### config.mk
export PLATFORM = sky130hd
export DESIGN_NAME = scan_disk_scheduler
export DESIGN_NICKNAME = d
export VERILOG_FILES = /design/src/rtl/sdsch_pkg.sv /design/src/rtl/scan_disk_scheduler.sv /design/src/rtl/sdsch_cell.sv
export VERILOG_INCLUDE_DIRS = /design/src /design/src/rtl
export SDC_FILE = /design/constraint.sdc
export NUM_CORES = 2
export LEC_CHECK = 0
export ABC_AREA = 1
export CAP_MARGIN = 10
export CORE_MARGIN = 8
export CORE_UTILIZATION = 60
export CTS_CLUSTER_DIAMETER = 120
export CTS_CLUSTER_SIZE = 8
export DETAILED_ROUTE_END_ITERATION = 8
export DONT_BUFFER_PORTS = 1
export HOLD_SLACK_MARGIN = 0.12
export MAX_ROUTING_LAYER = met4
export PLACE_DENSITY = 0.77
export SETUP_SLACK_MARGIN = 0.2
export SYNTH_ARGS = -nofsm -noshare
export SYNTH_HDL_FRONTEND = slang
export SYNTH_SLANG_ARGS = --single-unit
### constraint.sdc
create_clock -name clk -period 8 [get_ports clk]
set_input_delay 1.6 -clock clk [delete_from_list [all_inputs] [get_ports clk]]
set_output_delay 1.6 -clock clk [all_outputs]
set_load 0.005 [all_outputs]
### src/rtl/assert_macros.svh
// Assertion helpers used by scan_disk_scheduler.
// Define NO_ASSERTIONS to compile every check away.
`ifndef ASSERT_MACROS_SVH
`define ASSERT_MACROS_SVH

`ifndef NO_ASSERTIONS

// The consequent must hold in the same cycle as the antecedent.
`define ASSERT_IMPL(lbl, clk, rst, ante, cons) \
  lbl: assert property (@(posedge clk) disable iff (rst) (ante) |-> (cons)) \
    else $error("assertion failed");

// The consequent must hold in the cycle after the antecedent.
`define ASSERT_NEXT(lbl, clk, rst, ante, cons) \
  lbl: assert property (@(posedge clk) disable iff (rst) (ante) |=> (cons)) \
    else $error("assertion failed");

`else

`define ASSERT_IMPL(lbl, clk, rst, ante, cons)
`define ASSERT_NEXT(lbl, clk, rst, ante, cons)

`endif

`endif

### src/rtl/sdsch_pkg.sv
`timescale 1ns / 1ps

package sdsch_pkg;

  // Field widths.
  localparam int CYL_W  = 16;
  localparam int SIZE_W = 17;
  localparam int MOVE_W = 17;

  // Default request capacity.
  localparam int MAX_REQ_DEF = 32;

  // Disk size after reset and its legal bounds.
  localparam logic [SIZE_W-1:0] DISK_SIZE_RST = 17'd200;
  localparam logic [SIZE_W-1:0] DISK_SIZE_MIN = 17'd2;
  localparam logic [SIZE_W-1:0] DISK_SIZE_MAX = 17'd65536;

  // Input op codes.
  localparam logic OP_HEAD    = 1'b0;
  localparam logic OP_REQUEST = 1'b1;

  typedef logic [CYL_W-1:0] cyl_t;

  // Insert command broadcast to every cell of the chain.
  typedef struct packed {
    logic ins;
    cyl_t key;
  } sdsch_ctl_t;

endpackage

### src/rtl/scan_disk_scheduler.sv
`timescale 1ns / 1ps
`include "assert_macros.svh"

// SCAN (elevator) disk scheduler. A job is a head-position beat (op 0)
// followed by request beats (op 1); each beat is taken while busy is low,
// and requests are sorted into a chain of MAX_REQUESTS cells as they
// arrive, so back-to-back beats are fine. The beat with last set starts
// scheduling: busy rises, the PREP state finds the split between lower and
// upper requests, then count+3 results come out on consecutive cycles,
// starting from the HEAD state. The emission sequencer reads one cell per
// cycle, which sets that rate. Results are shown for one cycle under
// visit_valid and cannot be stalled; the receiver must take each one.
// Requests past capacity are dropped and flagged in overflow.
module scan_disk_scheduler #(
  parameter int MAX_REQUESTS = sdsch_pkg::MAX_REQ_DEF
) (
  input  logic                          clk,
  input  logic                          rst,
  input  logic                          start,
  output logic                          busy,
  input  logic                          op,
  input  logic [sdsch_pkg::CYL_W-1:0]   cylinder,
  input  logic                          last,
  input  logic                          disk_size_we,
  input  logic [sdsch_pkg::SIZE_W-1:0]  disk_size_wdata,
  output logic                          visit_valid,
  output logic [sdsch_pkg::CYL_W-1:0]   visit_cylinder,
  output logic [sdsch_pkg::MOVE_W-1:0]  total_movement,
  output logic                          overflow,
  output logic                          last_res
);
  import sdsch_pkg::*;

  localparam int CW = $clog2(MAX_REQUESTS + 1);
  localparam int IW = (MAX_REQUESTS > 1) ? $clog2(MAX_REQUESTS) : 1;

  typedef enum logic [6:0] {
    S_IDLE = 7'b0000001,
    S_PREP = 7'b0000010,
    S_HEAD = 7'b0000100,
    S_ASC  = 7'b0001000,
    S_MID  = 7'b0010000,
    S_DESC = 7'b0100000,
    S_FIN  = 7'b1000000
  } state_t;

  state_t              state;
  logic [SIZE_W-1:0]   disk_size;
  cyl_t                head;
  logic [CW-1:0]       count;
  logic                dropped;
  logic [CW-1:0]       lower;
  logic                up_first;
  logic [IW-1:0]       idx;

  logic                accept;
  logic                full;
  logic [SIZE_W-1:0]   size_c;
  cyl_t                top_c;
  cyl_t                head_c;
  cyl_t                rd_val;
  cyl_t                rd_clamp;
  logic [CW-1:0]       lower_next;
  sdsch_ctl_t          ctl;

  cyl_t                cell_val  [MAX_REQUESTS];
  logic                cell_keep [MAX_REQUESTS];
  logic                cell_below[MAX_REQUESTS];

  assign busy   = (state != S_IDLE);
  assign accept = start && !busy;
  assign full   = (count == CW'(MAX_REQUESTS));

  // Disk geometry, clamped to the legal range.
  always_comb begin
    if (disk_size < DISK_SIZE_MIN) begin
      size_c = DISK_SIZE_MIN;
    end else if (disk_size > DISK_SIZE_MAX) begin
      size_c = DISK_SIZE_MAX;
    end else begin
      size_c = disk_size;
    end
  end
  assign top_c  = CYL_W'(size_c - SIZE_W'(1));
  assign head_c = (head > top_c) ? top_c : head;

  // Insert command for the cell chain.
  assign ctl = '{ins: accept && (op == OP_REQUEST) && !full, key: cylinder};

  // Chain of sorting cells.
  for (genvar i = 0; i < MAX_REQUESTS; i++) begin : g_cell
    logic occ;
    logic pk;
    cyl_t pv;
    assign occ = (CW'(i) < count);
    if (i == 0) begin : g_first
      assign pk = 1'b1;
      assign pv = cylinder;
    end else begin : g_rest
      assign pk = cell_keep[i-1];
      assign pv = cell_val[i-1];
    end
    sdsch_cell u_cell (
      .clk       (clk),
      .ctl       (ctl),
      .occ       (occ),
      .prev_keep (pk),
      .prev_val  (pv),
      .head_c    (head_c),
      .val       (cell_val[i]),
      .keep      (cell_keep[i]),
      .below     (cell_below[i])
    );
  end

  // The lower requests are a prefix; find the first cell that is not below.
  always_comb begin
    lower_next = count;
    for (int i = MAX_REQUESTS - 1; i >= 0; i--) begin
      if (!cell_below[i] && (CW'(i) < count)) begin
        lower_next = CW'(i);
      end
    end
  end

  // Cell read for emission, clamped to the top cylinder.
  assign rd_val   = cell_val[idx];
  assign rd_clamp = (rd_val > top_c) ? top_c : rd_val;

  // Configuration register.
  always_ff @(posedge clk) begin
    if (rst) begin
      disk_size <= DISK_SIZE_RST;
    end else if (disk_size_we) begin
      disk_size <= disk_size_wdata;
    end
  end

  // Job state, sequencer and result register.
  always_ff @(posedge clk) begin
    if (rst) begin
      state       <= S_IDLE;
      head        <= '0;
      count       <= '0;
      dropped     <= 1'b0;
      visit_valid <= 1'b0;
    end else begin
      visit_valid <= 1'b0;
      unique case (state)
        S_IDLE: begin
          if (accept) begin
            if (op == OP_HEAD) begin
              head    <= cylinder;
              count   <= '0;
              dropped <= 1'b0;
            end else if (full) begin
              dropped <= 1'b1;
            end else begin
              count <= count + CW'(1);
            end
            if (last) begin
              state <= S_PREP;
            end
          end
        end
        S_PREP: begin
          lower    <= lower_next;
          up_first <= ({1'b0, count} > {lower_next, 1'b0});
          state    <= S_HEAD;
        end
        S_HEAD: begin
          visit_valid    <= 1'b1;
          visit_cylinder <= head_c;
          total_movement <= '0;
          overflow       <= dropped;
          last_res       <= 1'b0;
          if (up_first) begin
            idx   <= IW'(lower);
            state <= S_ASC;
          end else if (lower != '0) begin
            idx   <= IW'(lower - CW'(1));
            state <= S_DESC;
          end else begin
            state <= S_MID;
          end
        end
        S_ASC: begin
          visit_valid    <= 1'b1;
          visit_cylinder <= rd_clamp;
          total_movement <= '0;
          overflow       <= dropped;
          last_res       <= 1'b0;
          if (CW'(idx) == count - CW'(1)) begin
            state <= up_first ? S_MID : S_FIN;
          end else begin
            idx <= idx + IW'(1);
          end
        end
        S_MID: begin
          visit_valid    <= 1'b1;
          visit_cylinder <= up_first ? top_c : '0;
          total_movement <= '0;
          overflow       <= dropped;
          last_res       <= 1'b0;
          if (up_first) begin
            if (lower != '0) begin
              idx   <= IW'(lower - CW'(1));
              state <= S_DESC;
            end else begin
              state <= S_FIN;
            end
          end else begin
            if (lower != count) begin
              idx   <= IW'(lower);
              state <= S_ASC;
            end else begin
              state <= S_FIN;
            end
          end
        end
        S_DESC: begin
          visit_valid    <= 1'b1;
          visit_cylinder <= rd_clamp;
          total_movement <= '0;
          overflow       <= dropped;
          last_res       <= 1'b0;
          if (idx == '0) begin
            state <= up_first ? S_FIN : S_MID;
          end else begin
            idx <= idx - IW'(1);
          end
        end
        S_FIN: begin
          visit_valid    <= 1'b1;
          visit_cylinder <= up_first ? '0 : top_c;
          total_movement <= up_first ? ({top_c, 1'b0} - MOVE_W'(head_c))
                                     : (MOVE_W'(top_c) + MOVE_W'(head_c));
          overflow       <= dropped;
          last_res       <= 1'b1;
          count          <= '0;
          dropped        <= 1'b0;
          state          <= S_IDLE;
        end
        default: begin
          state <= S_IDLE;
        end
      endcase
    end
  end

  // The final beat of a job always finds the sequencer back at rest.
  `ASSERT_IMPL(a_last_idle, clk, rst, visit_valid && last_res, !busy)
  // The fill count never passes the capacity of the chain.
  `ASSERT_IMPL(a_cnt_cap, clk, rst, 1'b1, count <= CW'(MAX_REQUESTS))
  // A beat marked last starts scheduling.
  `ASSERT_NEXT(a_last_start, clk, rst, start && !busy && last, state == S_PREP)
  // Finishing a job emits the final beat and empties the request store.
  `ASSERT_NEXT(a_fin_out, clk, rst, state == S_FIN, visit_valid && last_res && count == '0)

endmodule

### src/rtl/sdsch_cell.sv
`timescale 1ns / 1ps

module sdsch_cell (
  input  logic                clk,
  input  sdsch_pkg::sdsch_ctl_t ctl,
  input  logic                occ,
  input  logic                prev_keep,
  input  sdsch_pkg::cyl_t     prev_val,
  input  sdsch_pkg::cyl_t     head_c,
  output sdsch_pkg::cyl_t     val,
  output logic                keep,
  output logic                below
);
  import sdsch_pkg::*;

  // An occupied cell whose value does not exceed the new key stays put.
  assign keep  = occ && (val <= ctl.key);

  // Occupied cells under the head form the lower part of the sweep.
  assign below = occ && (val < head_c);

  // The first non-keeping cell takes the key; the ones after it shift along.
  always_ff @(posedge clk) begin
    if (ctl.ins && !keep) begin
      val <= prev_keep ? ctl.key : prev_val;
    end
  end

endmodule
Word-level counts from Yosys, hierarchy flattened. Index checks and enable logic that the tools add are counted. Widths: inputs -> output; s select.

Add/sub/neg operators: 8. Magnitude comparators: 102. Eq/ne operators: 20. Multiplexer cells: 104. Bitwise gates (word level): 3. Reductions and logical operators: 215.

Operator list (count): $mux 16 (39); $le 16x16->1 (32); $lt 16x16->1 (32); $mux 6 (37); $logic_and 1x1->1 (131); $lt 5x6->1 const A (16); $bmux 16 s5 (1); $logic_not 1->1 (66); $pmux 16 s4 (1); $mux 7 (9); $lt 4x6->1 const A (8); $pmux 7 s6 (1); $pmux 17 s2 (1); $gt 16x16->1 (2); $mux 5 (6); $lt 3x6->1 const A (4); $pmux 5 s4 (1); $add 16x16->17 (1); $gt 17x17->1 const B (1); $lt 17x2->1 const B (1); $mux 17 (1); $sub 17x16->17 (1); $sub 16x1->16 const B (1); $lt 1x6->1 const A (2); other kinds (36) (57).

Bits in registers: 607. Bits of input ports: 39. Output and inout bits: 37. Word-level logic and storage cells: 497.

Logic depth before layout (Yosys ltp).
Word-level depth: 43. Mapped depth: 77. Depth with buffers taken out: 75.

Hierarchy. From an unflattened synthesis, not the netlist that was laid out.

Cell total of the unflattened synthesis: 8219. Area total of the unflattened synthesis: 60570.6 um^2.

By module, submodules not included: sdsch_cell (times used 32, cells an instance 188, area an instance 1485.2 um^2, seq. area each 480.5 um^2); scan_disk_scheduler (times used 1, cells an instance 2203, area an instance 13045.0 um^2, seq. area each 2372.3 um^2).

Worst setup path before layout. No wires, ideal clock.

Kind: register to register. Start point: register disk_size[5]. End point: register up_first (data pin). Library setup time: 0.261 ns. Arrival time: 8.476 ns. Data required time: 7.739 ns. Slack: -0.737 ns. Stages on the path, launching flop included: 64. Buffers on the path: 3. Clock period less this slack: 8.737 ns. Cell sequence: dfxtp_1 > nor2_1 > nand2_1 > nor2_2 > nand4_1 > nand2_2 > ha_1 > nand2_2 > nor2_4 > nand2_1 > o21ai_0 > inv_1 > ha_1 > nand3_1 > nor2_1 > nand3_1 > nor2_2 > a21oi_2 > (+28 left out) > nand2_1 > nand2_1 > nand2_1 > nand2_1 > nand2_1 > nand2_1 > nand2_1 > nand2_1 > nand2_1 > nand2_1 > nand2_1 > a21oi_2 > ha_1 > inv_1 > a21oi_1 > nor2_1 > o32ai_1 > nor2_1.

Longest elaborated chain between the ends: 43. Elaborated cells on any way between the ends: 168. Classes of those cells: add/sub: 1; order compare: 36; mux: 35; reduce/logical: 96.

RTL lines: start, declared (RTL line scan_disk_scheduler.sv:48) `logic [SIZE_W-1:0] disk_size;`; start signal, assigned (RTL line scan_disk_scheduler.sv:135) `disk_size <= disk_size_wdata;`; $gt 17x17->1 (RTL line scan_disk_scheduler.sv:78) `end else if (disk_size > DISK_SIZE_MAX) begin`; $mux 16 (RTL line scan_disk_scheduler.sv:78); $mux 16 * (RTL line scan_disk_scheduler.sv:76) `if (disk_size < DISK_SIZE_MIN) begin`; $sub 16x1->16 * (RTL line scan_disk_scheduler.sv:84) `assign top_c = CYL_W'(size_c - SIZE_W'(1));`; $gt 16x16->1 (RTL line scan_disk_scheduler.sv:85) `assign head_c = (head > top_c) ? top_c : head;`; $mux 16 * (RTL line scan_disk_scheduler.sv:85); $lt 16x16->1 (RTL line sdsch_cell.sv:20) `assign below = occ && (val < head_c);`; $logic_and 1x1->1 (RTL line sdsch_cell.sv:20); $logic_not 1->1 (RTL line scan_disk_scheduler.sv:120) `if (!cell_below[i] && (CW'(i) < count)) begin`; $logic_and 1x1->1 (RTL line scan_disk_scheduler.sv:120); $mux 6 (31 in a row) (RTL line scan_disk_scheduler.sv:120); $mux 6 * (RTL line scan_disk_scheduler.sv:120); via lower_next[0] (RTL line scan_disk_scheduler.sv:63) `logic [CW-1:0] lower_next;`; $gt 6x7->1 * (RTL line scan_disk_scheduler.sv:168) `up_first <= ({1'b0, count} > {lower_next, 1'b0});`; end signal, assigned (RTL line scan_disk_scheduler.sv:168); end, declared (RTL line scan_disk_scheduler.sv:53) `logic up_first;`.

The timed path passes the listed nets; every way through them passes the cells marked *. A chain may end at the register's enable or synchronous reset.

Final worst setup path.
Start point: register disk_size[2]. End point: register up_first (data pin).

Longest elaborated chain between the ends: 43. Elaborated cells on any way between the ends: 168. Classes of those cells: add/sub: 1; order compare: 36; mux: 35; reduce/logical: 96.

RTL lines (RTL line): $gt 17x17->1 (scan_disk_scheduler.sv:78); $mux 16 (scan_disk_scheduler.sv:78); $mux 16 * (scan_disk_scheduler.sv:76); $sub 16x1->16 * (scan_disk_scheduler.sv:84); $gt 16x16->1 (scan_disk_scheduler.sv:85); $mux 16 * (scan_disk_scheduler.sv:85); $lt 16x16->1 (sdsch_cell.sv:20); $logic_and 1x1->1 (sdsch_cell.sv:20); $logic_not 1->1 (scan_disk_scheduler.sv:120); $logic_and 1x1->1 (scan_disk_scheduler.sv:120); $mux 6 (31 in a row) (scan_disk_scheduler.sv:120); $mux 6 * (scan_disk_scheduler.sv:120); $gt 6x7->1 * (scan_disk_scheduler.sv:168).

Mark *: on every way between the ends. The rest lies on a longest branch, timed or not.

==> Implementation_results.wiki <==
{| class="wikitable"
! Metric !! Value
|-
| Most frequent cell after synthesis || nand2_1
|-
| Maximum count of clock buffers along a single path || 3
|-
| List of most frequent post-synthesis cells || nand2_1 (1511), ha_1 (997), o21ai_0 (859)
|-
| Floorplan die width || 315.7 microns
|-
| Count of standard-cell rows || 110
|-
| Ports || 76
|-
| Net Switching || 6.721 mW
|-
| Number of detailed-routing iterations run before antenna repair || 7
|-
| Area growth from synthesis to final layout || 8.556%
|-
| Seq pwr share || 30.7%
|-
| Dominant cells by area after synthesis || edfxtp_1 (31%), ha_1 (23%), nand2_1 (11%), o21ai_0 (8.0%), a21oi_1 (5.6%)
|-
| Crit start category || flop
|-
| Clock tree skew after final layout || 0.02293 ns
|-
| Met1 Track Usage GR || 52.95%
|-
| Worst setup slack after layout || 0.6080 ns
|-
| Initial antenna violation count || 8
|-
| Measured slew at the worst slew-check pin || 1.288 ns
|-
| GR Overflow Total || 0
|-
| Unrepaired setup endpoints after global routing || false
|-
| DRC violations left || 0
|-
| Die Footprint || 99690 sq um
|-
| Final Hold Violating Endpoints || 0
|-
| CP dominant cell by count || nor2_1
|-
| Cell Area, Synth || 53910 sq um
|-
| Starting DRT DRC Count || 7154
|-
| Post-DR wirelength/cell || 25.99 microns
|-
| ANT nets after route || 0
|-
| Via count of the first global-routing pass || 49150
|-
| Static leakage || 25.57 nW
|-
| Sinks on the clock net || 607
|-
| Proportion of power drawn by the clock network || 23.0%
|-
| Total vias in the final route || 52690
|-
| Synth Register Bits || 607
|-
| Met2 capacity usage during global routing || 58.93%
|-
| Avg Vias per Cell || 6.735
|-
| Count of filler cells inserted in the layout || 7775
|-
| Starting utilization of the core area || 60.26%
|-
| Async SR Flop Fraction || 0%
|-
| Final total power || 15.30 mW
|-
| Main flop type after synthesis || edfxtp_1
|-
| Post-Syn Nets || 7671
|-
| Share of the clock period used by the worst path || 92.40%
|-
| Power per unit of standard cell area || 261.5 nW/um^2
|-
| Sequential area share after synthesis || 32.92%
|-
| CP max-delay cell || dfxtp_4
|-
| Clock latency reported for the late side of the worst-skew pair || 0.69 ns
|-
| Final #Nets || 7631
|-
| Worst Path Max Fanout || 6
|-
| Wirelength, routed || 203300 microns
|-
| Share of layout cells above drive strength 1 || 6.067%
|-
| Slew HR || 14.02%
|-
| Final estimated routing congestion in global placement || 1.048
|-
| Required time of the critical path || 8.43 ns
|-
| Data arrival time of the critical path || 7.82 ns
|-
| Post-cts hold buffer count || 0
|-
| Clock-pin slew on the worst setup and hold paths || 0.06 ns
|-
| Total placed cells including tap cells || 7658
|-
| Mean Syn Cell Area || 8.128 sq um
|-
| Vertical die dimension || 315.7 microns
|-
| Largest net degree at the start of global routing || 149
|-
| H-tree depth || 3
|-
| CORE AREA || 89460 sq um
|-
| Total clock buffers created by CTS || 85
|-
| Path type of the worst min-delay path || flop to flop
|-
| First-pass GRT wire length || 300300 microns
|-
| Share of the core filled with cells in the final layout || 65.41%
|-
| Post-synthesis instance total || 6632
|-
| Combined global-route utilization of all metal layers || 40.52%
|-
| Minimum period implied by the final worst setup slack || 7.392 ns
|-
| Number of port buffers || 0
|-
| Min Hold Slack || 0.4735 ns
|-
| Reported max-cap violation count || 0
|-
| Worst Setup End Kind || flop
|-
| Clock tree root buffer cell || clkbuf_16
|-
| Internal power || 8.582 mW
|-
| GRT busiest layer || met2
|-
| Biggest cell delay along the critical path || 0.36 ns
|-
| Worst IR drop on VDD || 0.2222 mV
|-
| Post-DP HPWL || 148200 microns
|-
| Worst setup timing slack at the placement stage || 0.3255 ns
|-
| Filler-free cell count of the finished design || 7823
|-
| Total placed instance area || 55490 sq um
|-
| Share of Yosys cell area claimed by the top area cell type || 31.14%
|-
| Startpoint-to-endpoint class of the critical path || flop to flop
|-
| Number of distinct standard cells referenced by the synthesized netlist || 65
|-
| Setup TNS || 0 ns
|-
| Area of all placed cells without fillers || 58520 sq um
|-
| Number of max-slew violations in the final report || 0
|-
| Achievable Freq || 135.3 MHz
|-
| Post-synth top area cell || edfxtp_1
|-
| Number of synthesized flops with an enable pin || 559
|-
| Net Sw Frac || 43.92%
|-
| Total number of yosys warnings || 0
|-
| Combinational Power Share || 46.3%
|-
| CTS tree || done
|-
| Status || finished clean
|-
| Setup-violating endpoint count in the final report || 0
|-
| Global routing usage on met3 || 8.702%
|}
[layout make-up]
class	instances	area, sq um	share of cell area, %
well taps	1176	1471	2.514
inverters	376	1433	2.448
multi-input cells	5353	33900	57.94
clock buffers	132	2303	3.936
diodes	4	10.01	0.01711
clock inverters	6	101.3	0.1732
repair buffers	169	1543	2.636
flip-flops and latches	607	17750	30.34
[final timing paths]
kind / from / endpoint / slack (ns) / cells past startpoint
hold reg to reg: disk_size[0]$_SDFFE_PP0P_ / disk_size[0]$_SDFFE_PP0P_ / 0.47 / 2
setup reg to reg: disk_size[2]$_SDFFE_PP0P_ / up_first$_DFFE_PP_ / 0.61 / 51
setup / recovery: disk_size[2]$_SDFFE_PP0P_ / up_first$_DFFE_PP_ / 0.61 / 51
hold / removal: disk_size[0]$_SDFFE_PP0P_ / disk_size[0]$_SDFFE_PP0P_ / 0.47 / 2
[cells by family (layout without fill, tap and decap cells)]
kind of cell / Yosys count / count (layout) / share of synthesized area [%]
buffers and inverters: 674 / 683 / 4.846
other: 0 / 4 / 0
DFF: 607 / 607 / 32.92
AOI/OAI and AO/OA: 1979 / 1980 / 20.82
and+or+nand+nor: 2349 / 2350 / 17.78
adders and majority gates: 1000 / 1000 / 23.25
xor gates and xnor gates: 23 / 23 / 0.3737
[repair_timing]
action | CTS | global route
setup endpoints to repair | 0 | 5
resized for setup | 0 | 101
setup buffers | 0 | 21
[critical path, delay by kind of cell, from the launching register on]
kind	cells	cell delay [ns]
flip-flops	1	0.36
AND/OR/NAND/NOR	30	3.30
AO/OA/AOI/OAI	11	1.56
adder cells (fa/ha/maj)	4	1.01
buffers and inverters	5	0.72
XOR/XNOR	1	0.14
[power groups by stage]
stage          clock, mW  combinational (mW)  sequential, mW
6_report            3.51                7.09            4.70
4_1_cts             3.50                6.62            4.67
2_1_floorplan          0                4.47            4.45
5_1_grt             3.60                7.82            4.73
3_3_place_gp           0                6.31            4.73
3_5_place_dp           0                6.57            4.72
[registers in the layout, indices dropped and copies added, names as in the netlist, 5 cells and up]
register / cells
head: 16
visit_cylinder: 16
lower: 6
disk_size: 17
total_movement: 17
g_cell.u_cell.val: 512
count: 6
idx: 5
state: 7
[cells in the final DEF (no fill, tap or decap), types with 43 or more instances in the layout]
| cell | Yosys | routed |
|---|---|---|
| nand2_1 | 1511 | 1502 |
| a21oi_1 | 608 | 602 |
| a211oi_1 | 61 | 59 |
| clkbuf_1 | 242 | 47 |
| o21ai_0 | 859 | 847 |
| dfxtp_1 | 48 | 45 |
| ha_1 | 997 | 993 |
| edfxtp_1 | 559 | 559 |
| nand3_1 | 164 | 159 |
| a31oi_1 | 44 | 43 |
| nor3_1 | 85 | 85 |
| nand4_1 | 102 | 102 |
| inv_1 | 363 | 335 |
| o211ai_1 | 46 | 46 |
| o22ai_1 | 98 | 98 |
| nor2_1 | 437 | 433 |
| clkbuf_16 | 0 | 85 |
| buf_4 | 3 | 141 |
[routing by layer]
metal  vias up  share of wire [%]
met5         -                  0
met4         0                6.2
met3       730                 12
met2      3408                 43
met1     24560                 39
li1      23990                  -
Power figures use the tool's default switching activity.
